### src/hdl/ecc_pkg.sv
`timescale 1ns / 1ps

package ecc_pkg;

    localparam int FLOOR_COUNT = 16;
    localparam int FLOOR_W     = $clog2(FLOOR_COUNT);
    localparam int TIMER_W     = 16;
    localparam int CFG_W       = 16;
    localparam int CFG_IDX_W   = 2;
    localparam int KIND_W      = 3;
    localparam int REQ_W       = 8;

    localparam logic [CFG_W-1:0] DEPARTURE_RESET = CFG_W'(1000);
    localparam logic [CFG_W-1:0] TRAVEL_RESET    = CFG_W'(2000);
    localparam logic [CFG_W-1:0] DOOR_ACK_RESET  = CFG_W'(1000);

    typedef enum logic [CFG_IDX_W-1:0] {
        REG_DEPARTURE_PERIOD = 2'd0,
        REG_TRAVEL_PERIOD    = 2'd1,
        REG_DOOR_ACK_TIMEOUT = 2'd2
    } reg_index_t;

    typedef enum logic [2:0] {
        MODE_STOP  = 3'd0,
        MODE_UP    = 3'd1,
        MODE_DOWN  = 3'd2,
        MODE_EMERG = 3'd3,
        MODE_DOORS = 3'd4
    } mode_t;

    typedef enum logic [KIND_W-1:0] {
        KIND_TICK        = 3'd0,
        KIND_DOOR_OPENED = 3'd1,
        KIND_DOOR_CLOSED = 3'd2,
        KIND_NEW_TARGET  = 3'd3,
        KIND_OPEN_DOORS  = 3'd4,
        KIND_TEST_OPEN   = 3'd5
    } kind_t;

    typedef enum logic [2:0] {
        MOTOR_NONE  = 3'd0,
        MOTOR_UP    = 3'd1,
        MOTOR_DOWN  = 3'd2,
        MOTOR_STOP  = 3'd3,
        MOTOR_BRAKE = 3'd4
    } motor_t;

    typedef struct packed {
        mode_t              mode;
        logic [FLOOR_W-1:0] floor_now;
        logic [FLOOR_W-1:0] floor_goal;
        logic               door_wait;
        logic               goal_changed;
        logic               started;
        logic [TIMER_W-1:0] dep_cnt;
        logic               dep_run;
        logic [TIMER_W-1:0] tr_cnt;
        logic               tr_run;
        logic [TIMER_W-1:0] wd_cnt;
        logic               wd_run;
    } ecc_state_t;

    typedef struct packed {
        motor_t             motor_cmd;
        logic               door_open_cmd;
        logic               floor_report_valid;
        logic [FLOOR_W-1:0] reported_floor;
        logic               arrived;
        logic               brake_engaged;
        mode_t              mode_now;
    } ecc_result_t;

    typedef struct packed {
        logic [CFG_W-1:0] departure_period;
        logic [CFG_W-1:0] floor_travel_period;
        logic [CFG_W-1:0] door_ack_timeout;
    } ecc_cfg_t;

endpackage

### src/hdl/ecc_if.sv
`timescale 1ns / 1ps

interface ecc_in_if;
    logic       valid;
    logic       ready;
    logic [2:0] kind;
    logic [7:0] requested_floor;

    modport source (output valid, output kind, output requested_floor, input ready);
    modport sink (input valid, input kind, input requested_floor, output ready);
endinterface

interface ecc_out_if;
    logic       valid;
    logic       ready;
    logic [2:0] motor_cmd;
    logic       door_open_cmd;
    logic       floor_report_valid;
    logic [3:0] reported_floor;
    logic       arrived;
    logic       brake_engaged;
    logic [2:0] mode_now;

    modport source (output valid, output motor_cmd, output door_open_cmd,
                    output floor_report_valid, output reported_floor, output arrived,
                    output brake_engaged, output mode_now, input ready);
    modport sink (input valid, input motor_cmd, input door_open_cmd,
                  input floor_report_valid, input reported_floor, input arrived,
                  input brake_engaged, input mode_now, output ready);
endinterface

### src/hdl/ecc_timer.sv
`timescale 1ns / 1ps

module ecc_timer (
    input  logic [ecc_pkg::TIMER_W-1:0] cnt,
    input  logic                        run,
    input  logic [ecc_pkg::CFG_W-1:0]   period,
    output logic [ecc_pkg::TIMER_W-1:0] cnt_next,
    output logic                        expired
);
    import ecc_pkg::*;

    localparam logic [TIMER_W-1:0] CNT_FULL = '1;

    logic [TIMER_W-1:0] cnt_inc;

    // The count saturates at full scale, which also counts as an expiry.
    // A period of zero expires on every tick, the same as a period of one.
    always_comb
    begin
        cnt_inc  = (cnt < CNT_FULL) ? cnt + 1'b1 : cnt;
        cnt_next = cnt;
        expired  = 1'b0;
        if (run)
        begin
            if (cnt_inc >= period || cnt_inc == CNT_FULL)
            begin
                cnt_next = '0;
                expired  = 1'b1;
            end
            else
            begin
                cnt_next = cnt_inc;
            end
        end
    end

endmodule

### src/hdl/ecc_step.sv
`timescale 1ns / 1ps

module ecc_step (
    input  ecc_pkg::ecc_state_t             state_cur,
    input  ecc_pkg::ecc_cfg_t               cfg,
    input  logic [ecc_pkg::KIND_W-1:0]      kind,
    input  logic [ecc_pkg::REQ_W-1:0]       requested_floor,
    output ecc_pkg::ecc_state_t             state_next,
    output ecc_pkg::ecc_result_t            res
);
    import ecc_pkg::*;

    typedef struct packed {
        ecc_state_t  st;
        ecc_result_t r;
    } ctx_t;

    function automatic ctx_t enter_stopped(ctx_t c);
        ctx_t o;
        o = c;
        o.st.mode = MODE_STOP;
        if (c.st.goal_changed)
        begin
            o.st.goal_changed = 1'b0;
        end
        else if (!c.st.door_wait)
        begin
            o.r.door_open_cmd = 1'b1;
            o.st.door_wait    = 1'b1;
            o.st.wd_cnt       = '0;
            o.st.wd_run       = 1'b1;
        end
        else
        begin
            o.st.door_wait = 1'b0;
        end
        return o;
    endfunction

    function automatic ctx_t enter_up(ctx_t c);
        ctx_t o;
        o = c;
        o.st.mode = MODE_UP;
        if (int'(c.st.floor_now) + 1 < FLOOR_COUNT)
        begin
            o.st.floor_now = c.st.floor_now + 1'b1;
        end
        o.r.floor_report_valid = 1'b1;
        return o;
    endfunction

    function automatic ctx_t enter_down(ctx_t c);
        ctx_t o;
        o = c;
        o.st.mode = MODE_DOWN;
        if (c.st.floor_now != '0)
        begin
            o.st.floor_now = c.st.floor_now - 1'b1;
        end
        o.r.floor_report_valid = 1'b1;
        return o;
    endfunction

    function automatic ctx_t enter_emergency(ctx_t c);
        ctx_t o;
        o = c;
        o.st.mode          = MODE_EMERG;
        o.r.motor_cmd      = MOTOR_BRAKE;
        o.r.brake_engaged  = 1'b1;
        return o;
    endfunction

    function automatic ctx_t brake_while_moving(ctx_t c);
        ctx_t o;
        o = c;
        o.st.tr_run  = 1'b0;
        o.st.dep_run = 1'b0;
        return enter_emergency(o);
    endfunction

    function automatic ctx_t set_goal(ctx_t c, logic [REQ_W-1:0] f);
        ctx_t o;
        o = c;
        if (int'(f) < FLOOR_COUNT)
        begin
            o.st.floor_goal = f[FLOOR_W-1:0];
        end
        return o;
    endfunction

    ctx_t               ctx_entry;
    ctx_t               ctx_work;
    logic [TIMER_W-1:0] wd_cnt_adv;
    logic [TIMER_W-1:0] dep_cnt_adv;
    logic [TIMER_W-1:0] tr_cnt_adv;
    logic               wd_exp;
    logic               dep_exp;
    logic               tr_exp;

    // The stopped mode is entered once, ahead of the first item after reset.
    always_comb
    begin
        ctx_entry.st                   = state_cur;
        ctx_entry.r.motor_cmd          = MOTOR_NONE;
        ctx_entry.r.door_open_cmd      = 1'b0;
        ctx_entry.r.floor_report_valid = 1'b0;
        ctx_entry.r.reported_floor     = '0;
        ctx_entry.r.arrived            = 1'b0;
        ctx_entry.r.brake_engaged      = 1'b0;
        ctx_entry.r.mode_now           = MODE_STOP;
        if (!state_cur.started)
        begin
            ctx_entry.st.started = 1'b1;
            ctx_entry            = enter_stopped(ctx_entry);
        end
    end

    ecc_timer u_wd_timer (
        .cnt      (ctx_entry.st.wd_cnt),
        .run      (ctx_entry.st.wd_run),
        .period   (cfg.door_ack_timeout),
        .cnt_next (wd_cnt_adv),
        .expired  (wd_exp)
    );

    ecc_timer u_dep_timer (
        .cnt      (ctx_entry.st.dep_cnt),
        .run      (ctx_entry.st.dep_run),
        .period   (cfg.departure_period),
        .cnt_next (dep_cnt_adv),
        .expired  (dep_exp)
    );

    ecc_timer u_tr_timer (
        .cnt      (ctx_entry.st.tr_cnt),
        .run      (ctx_entry.st.tr_run),
        .period   (cfg.floor_travel_period),
        .cnt_next (tr_cnt_adv),
        .expired  (tr_exp)
    );

    always_comb
    begin
        ctx_work = ctx_entry;
        unique case (kind)
            KIND_TICK:
            begin
                ctx_work.st.wd_cnt  = wd_cnt_adv;
                ctx_work.st.dep_cnt = dep_cnt_adv;
                ctx_work.st.tr_cnt  = tr_cnt_adv;
                // Expiries act in the order watchdog, departure, travel, each
                // seeing the mode and run flags left by the one before.
                if (wd_exp)
                begin
                    ctx_work.st.wd_run = 1'b0;
                    if (ctx_work.st.mode == MODE_STOP)
                    begin
                        ctx_work.st.dep_run = 1'b0;
                        ctx_work            = enter_emergency(ctx_work);
                    end
                end
                if (dep_exp && ctx_work.st.dep_run && ctx_work.st.mode == MODE_STOP)
                begin
                    if (ctx_work.st.floor_goal > ctx_work.st.floor_now)
                    begin
                        ctx_work.st.tr_cnt  = '0;
                        ctx_work.st.tr_run  = 1'b1;
                        ctx_work.r.motor_cmd = MOTOR_UP;
                        ctx_work            = enter_up(ctx_work);
                    end
                    else if (ctx_work.st.floor_goal < ctx_work.st.floor_now)
                    begin
                        ctx_work.st.tr_cnt  = '0;
                        ctx_work.st.tr_run  = 1'b1;
                        ctx_work.r.motor_cmd = MOTOR_DOWN;
                        ctx_work            = enter_down(ctx_work);
                    end
                end
                if (tr_exp && ctx_work.st.tr_run &&
                    (ctx_work.st.mode == MODE_UP || ctx_work.st.mode == MODE_DOWN))
                begin
                    if (ctx_work.st.floor_now == ctx_work.st.floor_goal)
                    begin
                        ctx_work.st.tr_run   = 1'b0;
                        ctx_work.r.motor_cmd = MOTOR_STOP;
                        ctx_work.r.arrived   = 1'b1;
                        ctx_work             = enter_stopped(ctx_work);
                    end
                    else if (ctx_work.st.mode == MODE_UP)
                    begin
                        ctx_work = enter_up(ctx_work);
                    end
                    else
                    begin
                        ctx_work = enter_down(ctx_work);
                    end
                end
            end
            KIND_DOOR_OPENED:
            begin
                if (ctx_work.st.mode == MODE_STOP)
                begin
                    if (ctx_work.st.door_wait)
                    begin
                        ctx_work.st.wd_run = 1'b0;
                        ctx_work.st.mode   = MODE_DOORS;
                    end
                end
                else if (ctx_work.st.mode == MODE_UP || ctx_work.st.mode == MODE_DOWN)
                begin
                    ctx_work = brake_while_moving(ctx_work);
                end
            end
            KIND_DOOR_CLOSED:
            begin
                if (ctx_work.st.mode == MODE_DOORS)
                begin
                    ctx_work = enter_stopped(ctx_work);
                end
            end
            KIND_NEW_TARGET:
            begin
                if (ctx_work.st.mode == MODE_STOP)
                begin
                    ctx_work                 = set_goal(ctx_work, requested_floor);
                    ctx_work.st.goal_changed = 1'b1;
                    ctx_work                 = enter_stopped(ctx_work);
                end
                else if (ctx_work.st.mode == MODE_UP)
                begin
                    ctx_work = enter_up(set_goal(ctx_work, requested_floor));
                end
                else if (ctx_work.st.mode == MODE_DOWN)
                begin
                    ctx_work = enter_down(set_goal(ctx_work, requested_floor));
                end
                else if (ctx_work.st.mode == MODE_DOORS)
                begin
                    ctx_work = set_goal(ctx_work, requested_floor);
                end
            end
            KIND_OPEN_DOORS:
            begin
                if (ctx_work.st.mode == MODE_STOP)
                begin
                    ctx_work = enter_stopped(ctx_work);
                end
            end
            KIND_TEST_OPEN:
            begin
                if (ctx_work.st.mode == MODE_UP || ctx_work.st.mode == MODE_DOWN)
                begin
                    ctx_work = brake_while_moving(ctx_work);
                end
            end
            default:
            begin
                ctx_work = ctx_entry;
            end
        endcase
    end

    always_comb
    begin
        state_next         = ctx_work.st;
        res                = ctx_work.r;
        res.reported_floor = ctx_work.st.floor_now;
        res.mode_now       = ctx_work.st.mode;
    end

endmodule

### src/hdl/elevator_car_controller_core.sv
`timescale 1ns / 1ps

// Controller for one elevator car. It takes one item (a tick or an event)
// per clock cycle while the result side does not stall, and returns exactly
// one result for each. An item is held in an input register, the whole state
// update for it is one pass of combinational logic, and the result lands in
// an output register, where it is offered. The request side stays ready while
// the input register is empty, or the output register is empty or is being
// emptied in the same cycle; a stalled result therefore holds at most one
// more item in the input register. Timer periods must be written through the
// cfg port only while no item is in flight; the user is bound to this, and
// the block itself does not enforce it.

module elevator_car_controller_core (
    input  logic                             clk,
    input  logic                             rst_n,
    ecc_in_if.sink                           request,
    ecc_out_if.source                        result,
    input  logic                             cfg_write,
    input  logic [ecc_pkg::CFG_IDX_W-1:0]    cfg_index,
    input  logic [ecc_pkg::CFG_W-1:0]        cfg_data
);
    import ecc_pkg::*;

    ecc_cfg_t           cfg_reg;
    ecc_state_t         state_reg;
    ecc_state_t         state_next;
    ecc_result_t        res_next;
    ecc_result_t        res_reg;
    logic               in_valid_reg;
    logic [KIND_W-1:0]  in_kind_reg;
    logic [REQ_W-1:0]   in_floor_reg;
    logic               out_valid_reg;
    logic               advance;

    assign advance       = in_valid_reg && (!out_valid_reg || result.ready);
    assign request.ready = !in_valid_reg || advance;

    always_ff @(posedge clk or negedge rst_n)
    begin
        if (!rst_n)
        begin
            cfg_reg.departure_period    <= DEPARTURE_RESET;
            cfg_reg.floor_travel_period <= TRAVEL_RESET;
            cfg_reg.door_ack_timeout    <= DOOR_ACK_RESET;
        end
        else if (cfg_write)
        begin
            unique case (cfg_index)
                REG_DEPARTURE_PERIOD: cfg_reg.departure_period    <= cfg_data;
                REG_TRAVEL_PERIOD:    cfg_reg.floor_travel_period <= cfg_data;
                REG_DOOR_ACK_TIMEOUT: cfg_reg.door_ack_timeout    <= cfg_data;
                default:              cfg_reg                     <= cfg_reg;
            endcase
        end
    end

    always_ff @(posedge clk or negedge rst_n)
    begin
        if (!rst_n)
        begin
            in_valid_reg <= 1'b0;
        end
        else if (request.ready)
        begin
            in_valid_reg <= request.valid;
        end
    end

    always_ff @(posedge clk)
    begin
        if (request.valid && request.ready)
        begin
            in_kind_reg  <= request.kind;
            in_floor_reg <= request.requested_floor;
        end
    end

    ecc_step u_step (
        .state_cur       (state_reg),
        .cfg             (cfg_reg),
        .kind            (in_kind_reg),
        .requested_floor (in_floor_reg),
        .state_next      (state_next),
        .res             (res_next)
    );

    always_ff @(posedge clk or negedge rst_n)
    begin
        if (!rst_n)
        begin
            state_reg.mode         <= MODE_STOP;
            state_reg.floor_now    <= '0;
            state_reg.floor_goal   <= '0;
            state_reg.door_wait    <= 1'b0;
            state_reg.goal_changed <= 1'b0;
            state_reg.started      <= 1'b0;
            state_reg.dep_cnt      <= '0;
            state_reg.dep_run      <= 1'b1;
            state_reg.tr_cnt       <= '0;
            state_reg.tr_run       <= 1'b0;
            state_reg.wd_cnt       <= '0;
            state_reg.wd_run       <= 1'b0;
        end
        else if (advance)
        begin
            state_reg <= state_next;
        end
    end

    always_ff @(posedge clk or negedge rst_n)
    begin
        if (!rst_n)
        begin
            out_valid_reg <= 1'b0;
        end
        else if (advance)
        begin
            out_valid_reg <= 1'b1;
        end
        else if (result.ready)
        begin
            out_valid_reg <= 1'b0;
        end
    end

    always_ff @(posedge clk)
    begin
        if (advance)
        begin
            res_reg <= res_next;
        end
    end

    assign result.valid              = out_valid_reg;
    assign result.motor_cmd          = res_reg.motor_cmd;
    assign result.door_open_cmd      = res_reg.door_open_cmd;
    assign result.floor_report_valid = res_reg.floor_report_valid;
    assign result.reported_floor     = res_reg.reported_floor;
    assign result.arrived            = res_reg.arrived;
    assign result.brake_engaged      = res_reg.brake_engaged;
    assign result.mode_now           = res_reg.mode_now;

    // An emergency entered on an item cannot be left later in the same item.
    a_brake_mode: assert property (@(posedge clk) disable iff (!rst_n)
        (out_valid_reg && res_reg.brake_engaged) |-> (res_reg.mode_now == MODE_EMERG))
        else $error("brake reported outside emergency mode");

    // Arrival always stops the motor and leaves the car in the stopped mode.
    a_arrival: assert property (@(posedge clk) disable iff (!rst_n)
        (out_valid_reg && res_reg.arrived) |->
            (res_reg.motor_cmd == MOTOR_STOP && res_reg.mode_now == MODE_STOP))
        else $error("arrival without stop");

    // The car state only changes when an item is handed to the output register.
    a_state_hold: assert property (@(posedge clk) disable iff (!rst_n)
        !advance |=> $stable(state_reg))
        else $error("state changed without an item");

    // A result waiting on the output side keeps all its fields until taken.
    a_result_hold: assert property (@(posedge clk) disable iff (!rst_n)
        (out_valid_reg && !result.ready) |=> (out_valid_reg && $stable(res_reg)))
        else $error("stalled result changed");

endmodule

### src/flat_wrapper.sv
// flat-port wrapper written by rule: the top's interface ports become plain ports
module elevator_car_controller_core_flat import ecc_pkg::*;
  (clk, rst_n, cfg_write, cfg_index, cfg_data, request_valid, request_kind, request_requested_floor, request_ready, result_valid, result_motor_cmd, result_door_open_cmd, result_floor_report_valid, result_reported_floor, result_arrived, result_brake_engaged, result_mode_now, result_ready);
  ecc_in_if request_i ();
  ecc_out_if result_i ();
  input  logic clk;
  input  logic rst_n;
  input  logic cfg_write;
  input  logic [ecc_pkg::CFG_IDX_W-1:0] cfg_index;
  input  logic [ecc_pkg::CFG_W-1:0] cfg_data;
  input wire logic [$bits(request_i.valid)-1:0] request_valid;
  input wire logic [$bits(request_i.kind)-1:0] request_kind;
  input wire logic [$bits(request_i.requested_floor)-1:0] request_requested_floor;
  output wire logic [$bits(request_i.ready)-1:0] request_ready;
  output wire logic [$bits(result_i.valid)-1:0] result_valid;
  output wire logic [$bits(result_i.motor_cmd)-1:0] result_motor_cmd;
  output wire logic [$bits(result_i.door_open_cmd)-1:0] result_door_open_cmd;
  output wire logic [$bits(result_i.floor_report_valid)-1:0] result_floor_report_valid;
  output wire logic [$bits(result_i.reported_floor)-1:0] result_reported_floor;
  output wire logic [$bits(result_i.arrived)-1:0] result_arrived;
  output wire logic [$bits(result_i.brake_engaged)-1:0] result_brake_engaged;
  output wire logic [$bits(result_i.mode_now)-1:0] result_mode_now;
  input wire logic [$bits(result_i.ready)-1:0] result_ready;
  assign request_i.valid = request_valid;
  assign request_i.kind = request_kind;
  assign request_i.requested_floor = request_requested_floor;
  assign request_ready = request_i.ready;
  assign result_valid = result_i.valid;
  assign result_motor_cmd = result_i.motor_cmd;
  assign result_door_open_cmd = result_i.door_open_cmd;
  assign result_floor_report_valid = result_i.floor_report_valid;
  assign result_reported_floor = result_i.reported_floor;
  assign result_arrived = result_i.arrived;
  assign result_brake_engaged = result_i.brake_engaged;
  assign result_mode_now = result_i.mode_now;
  assign result_i.ready = result_ready;
  elevator_car_controller_core u_core (.clk(clk), .rst_n(rst_n), .request(request_i), .result(result_i), .cfg_write(cfg_write), .cfg_index(cfg_index), .cfg_data(cfg_data));
endmodule
### config.mk
export PLATFORM = sky130hd
export DESIGN_NAME = elevator_car_controller_core_flat
export DESIGN_NICKNAME = d
export VERILOG_FILES = /design/src/hdl/ecc_pkg.sv /design/src/hdl/ecc_if.sv /design/src/hdl/ecc_timer.sv /design/src/hdl/ecc_step.sv /design/src/hdl/elevator_car_controller_core.sv /design/src/flat_wrapper.sv
export SDC_FILE = /design/constraint.sdc
export NUM_CORES = 1
export LEC_CHECK = 0
export ABC_AREA = 1
export BUFFER_PORTS_ARGS = -buffer_cell sky130_fd_sc_hd__buf_4
export CORE_MARGIN = 2
export CORE_UTILIZATION = 42
export CTS_CLUSTER_DIAMETER = 100
export DETAILED_ROUTE_END_ITERATION = 8
export SYNTH_ARGS = -nofsm -noshare
export SYNTH_HDL_FRONTEND = slang
export SYNTH_SLANG_ARGS = --single-unit
### constraint.sdc
create_clock -name clk -period 6.4 [get_ports clk]
set_clock_uncertainty 0.2 [all_clocks]
set_input_delay 0.96 -clock clk [delete_from_list [all_inputs] [get_ports clk]]
set_output_delay 0.96 -clock clk [all_outputs]
set_load 0.005 [all_outputs]
# Yosys cells after proc, flatten, opt, wreduce, memory -nomap -nowiden
# Index checks and enable logic that the tools add are counted.
# op_classes
order_cmp	12
mux	66
eq_ne	16
addsub	12
reduce_logical	26
# ops
cell	n
two-way mux 79 bit	15
case mux 79 bit (6 select lines)	1
two-way mux 78 bit	2
two-way mux 16 bit	9
two-way mux 17 bit	6
two-way mux 72 bit	1
two-way mux 61 bit	1
adder 16 x 1 -> 16 bit (second input constant)	3
equality test 16 bit (second input constant)	3
greater-or-equal comparator 16 bit	3
< comparator 16 bit (second input constant)	3
two-way mux 4 bit	7
two-way mux 1 bit	21
adder 4 x 1 -> 5 bit (second input constant)	3
< comparator 5 bit (second input constant)	3
two-way mux 14 bit	1
adder 4 x 1 -> 4 bit (second input constant)	3
equality test 3 x 2 -> 1 bit (second input constant)	4
nonzero test 4 bit	3
subtractor 4 x 1 -> 4 bit (second input constant)	3
equality test 3 x 1 -> 1 bit (second input constant)	3
equality test 3 bit (second input constant)	3
logical NOT 3 bit	3
< comparator 8 x 5 -> 1 bit (second input constant)	1
12 further kinds	27
# word_totals
out_inout_bits	16
elab_cells	158
input_bits	34
regBits	140

# Logic depth before layout (Yosys ltp)
# Gate-level depths: netlist (run 1).
# logic_depth
ltp_word	25
mapped_depth	39
depth_no_buf	37

# Modules after synthesis
# A second synthesis (run 1) with hierarchy kept.
# hier_totals
hier_cells	1794
area_unflattened_um2	12099.1
# modules_own_cells
mod	seq_area_each_um2	area_each_um2	cells_per_inst	instances
elevator_car_controller_core	3652.3	5439.0	531	1
ecc_step	0.0	2693.8	527	1
ecc_timer at u_core.u_step.u_dep_timer ...	0.0	1291.2	245	2
ecc_timer at u_core.u_step.u_wd_timer	0.0	1383.8	246	1

# Worst setup path after synthesis (run 1)
# No wires, ideal clock.
# synth_timing
path_kind	register to register
start	reg u_core.state_reg[51] (netlist name)
end	reg u_core.res_reg (netlist bit u_core.result.reported_floor[0]) (data pin)
setup_slack_ns	1.680
setup_ns	0.260
path_buffers	3
t_required_ns	5.940
t_arrival_ns	4.260
synth_period_minus_slack_ns	4.720
path_stages_with_launch	35
cell_sequence	dfrtp_1 > inv_2 > nand2_4 > buf_6 > buf_6 > inv_1 > nor2_1 > ha_1 > nand2_1 > nor2_2 > nand4_2 > buf_4 > nand2_2 > ha_1 > a21oi_1 > nor2_1 > a211oi_1 > o211ai_1 > a211oi_1 > nand2_2 > nand2_4 > nand2_4 > nand2_1 > nand2_2 > inv_1 > ha_1 > inv_1 > nor2_1 > nand2_1 > nand2_1 > o21ai_0 > nand2_1 > nand2_1 > nand3_1 > nand2_1
# synth_lines
element	line	rtl
from (decl)	elevator_car_controller_core.sv:26	ecc_state_t state_reg;
from (signal assigned)	elevator_car_controller_core.sv:107	state_reg <= state_next;
to (signal assigned)	elevator_car_controller_core.sv:131	res_reg <= res_next;
to (decl)	elevator_car_controller_core.sv:29	ecc_result_t res_reg;

==> impl_metrics.env, run 1 <==
export IMPL_status="complete, no violations"
export IMPL_cts_htree_levels=4
export IMPL_fin_nets=1526
export IMPL_wl_mm=27.2
export IMPL_worstSetupStartpointType="flip-flop"
export IMPL_power_frac_clock_pct=22.1
export IMPL_syn2layout_area_growth_pct=12.4
export IMPL_final_cells=1763
export IMPL_worstPathRequired_ns=6.37
export IMPL_synth_edf_count=25
export IMPL_die_h_microns=159
export IMPL_drv_slew=0
export IMPL_initial_utilization_pct=43.0
export IMPL_finalSetupTns_ns=0
export IMPL_largest_reg_flops=65
export IMPL_vias=9330
export IMPL_fin_crit_sh_pct=88.1
export IMPL_grt_use_total_pct=21.9
export IMPL_max_stage_delay_ns=0.44
export IMPL_drive_gt1_share_pct=10.5
export IMPL_ant_nets=0
export IMPL_routabilityCongestion=0.897
export IMPL_dp_cells=1731
export IMPL_p_int_w=0.00253
export IMPL_insertion_delay_ns=0.44
export IMPL_die_area_sq_um=25300
export IMPL_layout_common_cells="330 x nand2_1, 204 x inv_1, 139 x o21ai_0"
export IMPL_drt_iter0_markers=816
export IMPL_die_w_microns=159
export IMPL_grt_pass1_wl_mm=45.4
export IMPL_swShare_pct=45.8
export IMPL_cts_num_sinks=140
export IMPL_vdd_drop_max_v=0.000186
export IMPL_multi_input_area_sq_um=5500
export IMPL_drc=0
export IMPL_power_leakage_nw=5.50
export IMPL_portBuffers=49
export IMPL_path_clk_slew_ns=0.07
export IMPL_seq_area_sq_um=3650
export IMPL_cts_buffers=17
export IMPL_grt_max_degree=69
export IMPL_n_fill_cell=2381
export IMPL_seqPwrFrac_pct=29.8
export IMPL_ys_warn_count=0
export IMPL_timing_critical_path_buf_inv=4
export IMPL_ys_seq_area_share_pct=36.1
export IMPL_rows=56
export IMPL_relSlewSlack_pct=30.2
export IMPL_whs_ns=0.285
export IMPL_postCtsSetupRepairBufs=0
export IMPL_worstPathArrival_ns=5.61
export IMPL_root_buffer="clkbuf_16"
export IMPL_antennaDiodeCount=0
export IMPL_comb_power_share_pct=48.1
export IMPL_hpwl_mm=20.4
export IMPL_antenna_found_initial=0
export IMPL_vias_per_cell=5.29
export IMPL_pin_count=50
export IMPL_final_common_cell="nand2_1"
export IMPL_maxCapViolCount=0
export IMPL_cts_hold_buf=0
export IMPL_timing_worst_setup_path_type="flip-flop to flip-flop"
export IMPL_syn_instance_count=1393
export IMPL_core_area_sq_um=23500
export IMPL_p_per_area_nw_per_um2=412
export IMPL_worst_pin_slew_ns=1.02
export IMPL_syn_area_sq_um=10100
export IMPL_cts_resized=0
export IMPL_cts_tree="built"
export IMPL_synthArstFlopShare_pct=82.1
export IMPL_post_route_min_period_ns=5.64
export IMPL_cp_end_kind="flip-flop"
export IMPL_ys_types=55
export IMPL_cts_buffer_depth=2
export IMPL_syn_avg_cell_area_sq_um=7.26
export IMPL_switchingPower_w=0.00214
export IMPL_final_core_util_pct=48.3
export IMPL_grt_overflow=0
export IMPL_ys_flop_type="dfrtp_1"
export IMPL_critPathSlowestCell="dfrtp_1"
export IMPL_dr_pass1_iters=5
export IMPL_cp_max_fo=34
export IMPL_synth_seq_cells=140
export IMPL_wire_per_inst_microns=15.4
export IMPL_rsz0062_at_grt="false"
export IMPL_synth_nets=1488
export IMPL_max_freq_ghz=0.177
export IMPL_setup_viol=0
export IMPL_hold_viol_final=0
export IMPL_grt_pass1_vias=8918
export IMPL_cp_common_cell="nand2_1"
export IMPL_hp_class="flip-flop to flip-flop"
export IMPL_cpLargestDelayFamily="simple AND/OR/NAND/NOR gates"
export IMPL_power_w=0.00468
## tightest hold or removal path, stage by stage (launching register included)
cell     delay (ns)
dfrtp_1        0.34
nand2_1        0.05
o21ai_0        0.06
## power groups by stage
stage                     logic [W]  clock network, W  registers [W]
after global routing        0.00259           0.00109        0.00143
after global placement      0.00220                 0        0.00140
after floorplan             0.00171                 0        0.00133
final                       0.00225           0.00103        0.00140
after CTS                   0.00224           0.00105        0.00139
after detailed placement    0.00223                 0        0.00140
## routing by layer
metal  wire, microns  track usage [%]  vias up  part of all wire (%)
li1                -                -     4727                     -
met2           12500             35.3      230                    46
met3            1060             3.18       37                   3.9
met4             473             6.03        0                   1.7
met1           13200             30.9     4336                    48
met5               0                0        -                     0
## worst paths after layout
check                                      from                         endpoint  slack [ns]  depth (start not counted)
max                        u_core.state_reg[51]  u_core.result.reported_floor[0]        0.76                         31
min                          u_core.cfg_reg[27]               u_core.cfg_reg[27]        0.28                          2
max reg2reg                u_core.state_reg[51]  u_core.result.reported_floor[0]        0.76                         31
min reg2reg                  u_core.cfg_reg[27]               u_core.cfg_reg[27]        0.28                          2
max in group asynchronous                 rst_n             u_core.state_reg[53]        4.33                          2
min in group asynchronous                 rst_n             u_core.state_reg[42]        0.45                          1
## kinds of logic after synthesis
logic type | after synthesis | share of synthesized area, %
AO/OA/AOI/OAI | 291 | 16.5
XOR/XNOR | 28 | 2.42
adder cells (fa/ha/maj) | 61 | 7.62
buffers and inverters | 249 | 9.57
flip-flops | 140 | 36.1
multiplexers | 1 | 0.0989
AND/OR/NAND/NOR | 623 | 27.7
## per-stage QoR
| step | setup WS, ns | instance area [sq um] |
|---|---|---|
| final | 0.763 | 11400 |
| after global routing | 0.168 | 11400 |
| after CTS | 0.837 | 11400 |
| after detailed placement | 0.883 | 10800 |
| after global placement | 1.02 | 10800 |
| after floorplan | 1.68 | 10100 |
## cell usage after synthesis (22+ instances only)
cell type	number	area, sq um
nand2_1	330	1240
dfrtp_1	96	2400
nor3_1	24	120
nand4_1	22	138
inv_1	204	766
a21oi_1	72	360
o21ai_0	139	696
nor2_1	97	364
nand3_1	105	526
xor2_1	25	219
ha_1	60	751
clkbuf_1	28	105
edfxtp_1	25	751
## area by class of cell
type	instances	area share, %
well taps	319	3.51
clock buffers	17	3.74
inverters	213	7.03
clock inverters	15	1.58
repair buffers	55	3.63
flip-flops and latches	140	32.1
multi-input cells	1004	48.4
Power figures use the tool's default switching activity.
==> run 2, diff against run 1 <==
--- a/config.mk
+++ b/config.mk
@@ -6,11 +6,13 @@
 export NUM_CORES = 1
 export LEC_CHECK = 0
 export ABC_AREA = 1
+export ABC_CLOCK_PERIOD_IN_PS = 6300
 export BUFFER_PORTS_ARGS = -buffer_cell sky130_fd_sc_hd__buf_4
 export CORE_MARGIN = 2
-export CORE_UTILIZATION = 42
+export CORE_UTILIZATION = 63
 export CTS_CLUSTER_DIAMETER = 100
 export DETAILED_ROUTE_END_ITERATION = 8
+export PLACE_DENSITY = 0.82
 export SYNTH_ARGS = -nofsm -noshare
 export SYNTH_HDL_FRONTEND = slang
 export SYNTH_SLANG_ARGS = --single-unit
==> constraint.sdc (replaced) <==
create_clock -name clk -period 6.3 [get_ports clk]
set_clock_uncertainty 0.2 [all_clocks]
set_input_delay 0.945 -clock clk [delete_from_list [all_inputs] [get_ports clk]]
set_output_delay 0.945 -clock clk [all_outputs]
set_load 0.005 [all_outputs]
==> impl_metrics.env, run 2 (synthesis gave the netlist of run 1 again) <==
export IMPL_hpwl_mm=19.2
export IMPL_cts_buffers=17
export IMPL_vias=9682
export IMPL_largest_reg_flops=65
export IMPL_worstPathRequired_ns=6.28
export IMPL_maxCapViolCount=0
export IMPL_power_w=0.00473
export IMPL_cts_tree="built"
export IMPL_cp_end_kind="flip-flop"
export IMPL_grt_use_total_pct=32.4
export IMPL_antennaDiodeCount=0
export IMPL_vdd_drop_max_v=0.000274
export IMPL_status="complete, no violations"
export IMPL_cp_max_fo=34
export IMPL_critPathSlowestCell="dfrtp_1"
export IMPL_wire_per_inst_microns=15.9
export IMPL_hp_class="flip-flop to flip-flop"
export IMPL_finalSetupTns_ns=0
export IMPL_rsz0062_at_grt="false"
export IMPL_postPlaceCellArea_sq_um=10600
export IMPL_final_common_cell="nand2_1"
export IMPL_grt_pass1_vias=9160
export IMPL_cts_hold_buf=0
export IMPL_grt_max_degree=77
export IMPL_worst_pin_slew_ns=0.969
export IMPL_cts_buffer_depth=2
export IMPL_die_area_sq_um=17100
export IMPL_layout_common_cells="330 x nand2_1, 204 x inv_1, 139 x o21ai_0"
export IMPL_die_w_microns=131
export IMPL_rows=46
export IMPL_max_stage_delay_ns=0.46
export IMPL_post_route_min_period_ns=5.62
export IMPL_ant_nets=0
export IMPL_cts_num_sinks=140
export IMPL_routabilityCongestion=0.983
export IMPL_whs_ns=0.286
export IMPL_drc=0
export IMPL_worstSetupStartpointType="flip-flop"
export IMPL_max_freq_ghz=0.178
export IMPL_relSlewSlack_pct=35.4
export IMPL_p_per_area_nw_per_um2=422
export IMPL_fin_crit_sh_pct=89.3
export IMPL_postCtsSetupRepairBufs=0
export IMPL_drv_slew=0
export IMPL_grt_overflow=0
export IMPL_pin_count=50
export IMPL_syn2layout_area_growth_pct=10.8
export IMPL_grt_pass1_wl_mm=43.8
export IMPL_fin_area_sq_um=11200
export IMPL_core_area_sq_um=15800
export IMPL_power_leakage_nw=5.49
export IMPL_wl_mm=26.4
export IMPL_initial_utilization_pct=64.2
export IMPL_insertion_delay_ns=0.43
export IMPL_drive_gt1_share_pct=10.5
export IMPL_cts_resized=0
export IMPL_setup_viol=0
export IMPL_cts_htree_levels=4
export IMPL_worstPathArrival_ns=5.60
export IMPL_drt_iter0_markers=962
export IMPL_fin_nets=1525
export IMPL_hold_viol_final=0
export IMPL_timing_worst_setup_path_type="flip-flop to flip-flop"
export IMPL_root_buffer="clkbuf_16"
export IMPL_antenna_found_initial=0
export IMPL_portBuffers=49
export IMPL_path_clk_slew_ns=0.07
export IMPL_vias_per_cell=5.84
export IMPL_die_h_microns=131
export IMPL_dr_pass1_iters=7
export IMPL_ff2ff_setup_slack_ns=0.68
[run 2: cell count changes in the layout (fill, tap and decap cells not counted), sizes merged]
cell,before,now
clkinv,12,7
bufinv,2,0
clkbuf,17,19
clkinvlp,1,2
buf,55,54
inv,213,217
[run 2: path summary, 6_finish.rpt]
kind / start / to / depth (start not counted)
min: u_core.cfg_reg[4] / u_core.cfg_reg[4] / 2
max reg2reg: u_core.state_reg[51] / u_core.result.door_open_cmd / 28
max: u_core.state_reg[51] / u_core.result.door_open_cmd / 28
min in group asynchronous: rst_n / u_core.state_reg[35] / 1
max in group asynchronous: rst_n / u_core.cfg_reg[24] / 2
min reg2reg: u_core.cfg_reg[4] / u_core.cfg_reg[4] / 2
[run 2: stage by stage]
stage          util [%]  instances  worst slack (ns)
2_1_floorplan         -       1393              1.58
6_report           71.1       1659             0.677
3_5_place_dp       67.4       1627             0.819
5_1_grt            71.1       1659             0.152
3_3_place_gp       67.4       1627              1.09
4_1_cts            71.1       1659             0.792
[run 2: final cells by class]
| class | instances | area (sq um) |
|---|---|---|
| Tap cell | 216 | 270 |
| Multi-Input combinational cell | 1004 | 5500 |
| Timing Repair Buffer | 54 | 405 |
| Clock buffer | 19 | 464 |
| Clock inverter | 13 | 119 |
| Inverter | 213 | 800 |
| Fill cell | 1334 | 4560 |
| Sequential cell | 140 | 3650 |
[run 2: routing by layer]
layer / GRT usage [%] / up-vias / wire, microns
li1: - / 4738 / -
met1: 43.4 / 4467 / 11300
met2: 52.3 / 403 / 12400
met3: 6.51 / 74 / 1980
met4: 12.1 / 0 / 695
met5: 0 / - / 0
[run 2: power breakdown]
part           internal [W]  switching [W]  leakage (nW)
sequential          0.00118       0.000237          1.60
clock              0.000554       0.000447         0.284
combinational      0.000803        0.00151          3.61
total               0.00254        0.00219          5.49
[run 2: worst max-delay path: cells and delay by family (launching register included)]
kind	cells	cell delay, ns
AOI/OAI and AO/OA	7	1.25
adders and majority gates	2	0.55
buffers and inverters	3	0.35
DFF	1	0.46
and+or+nand+nor	16	2.51
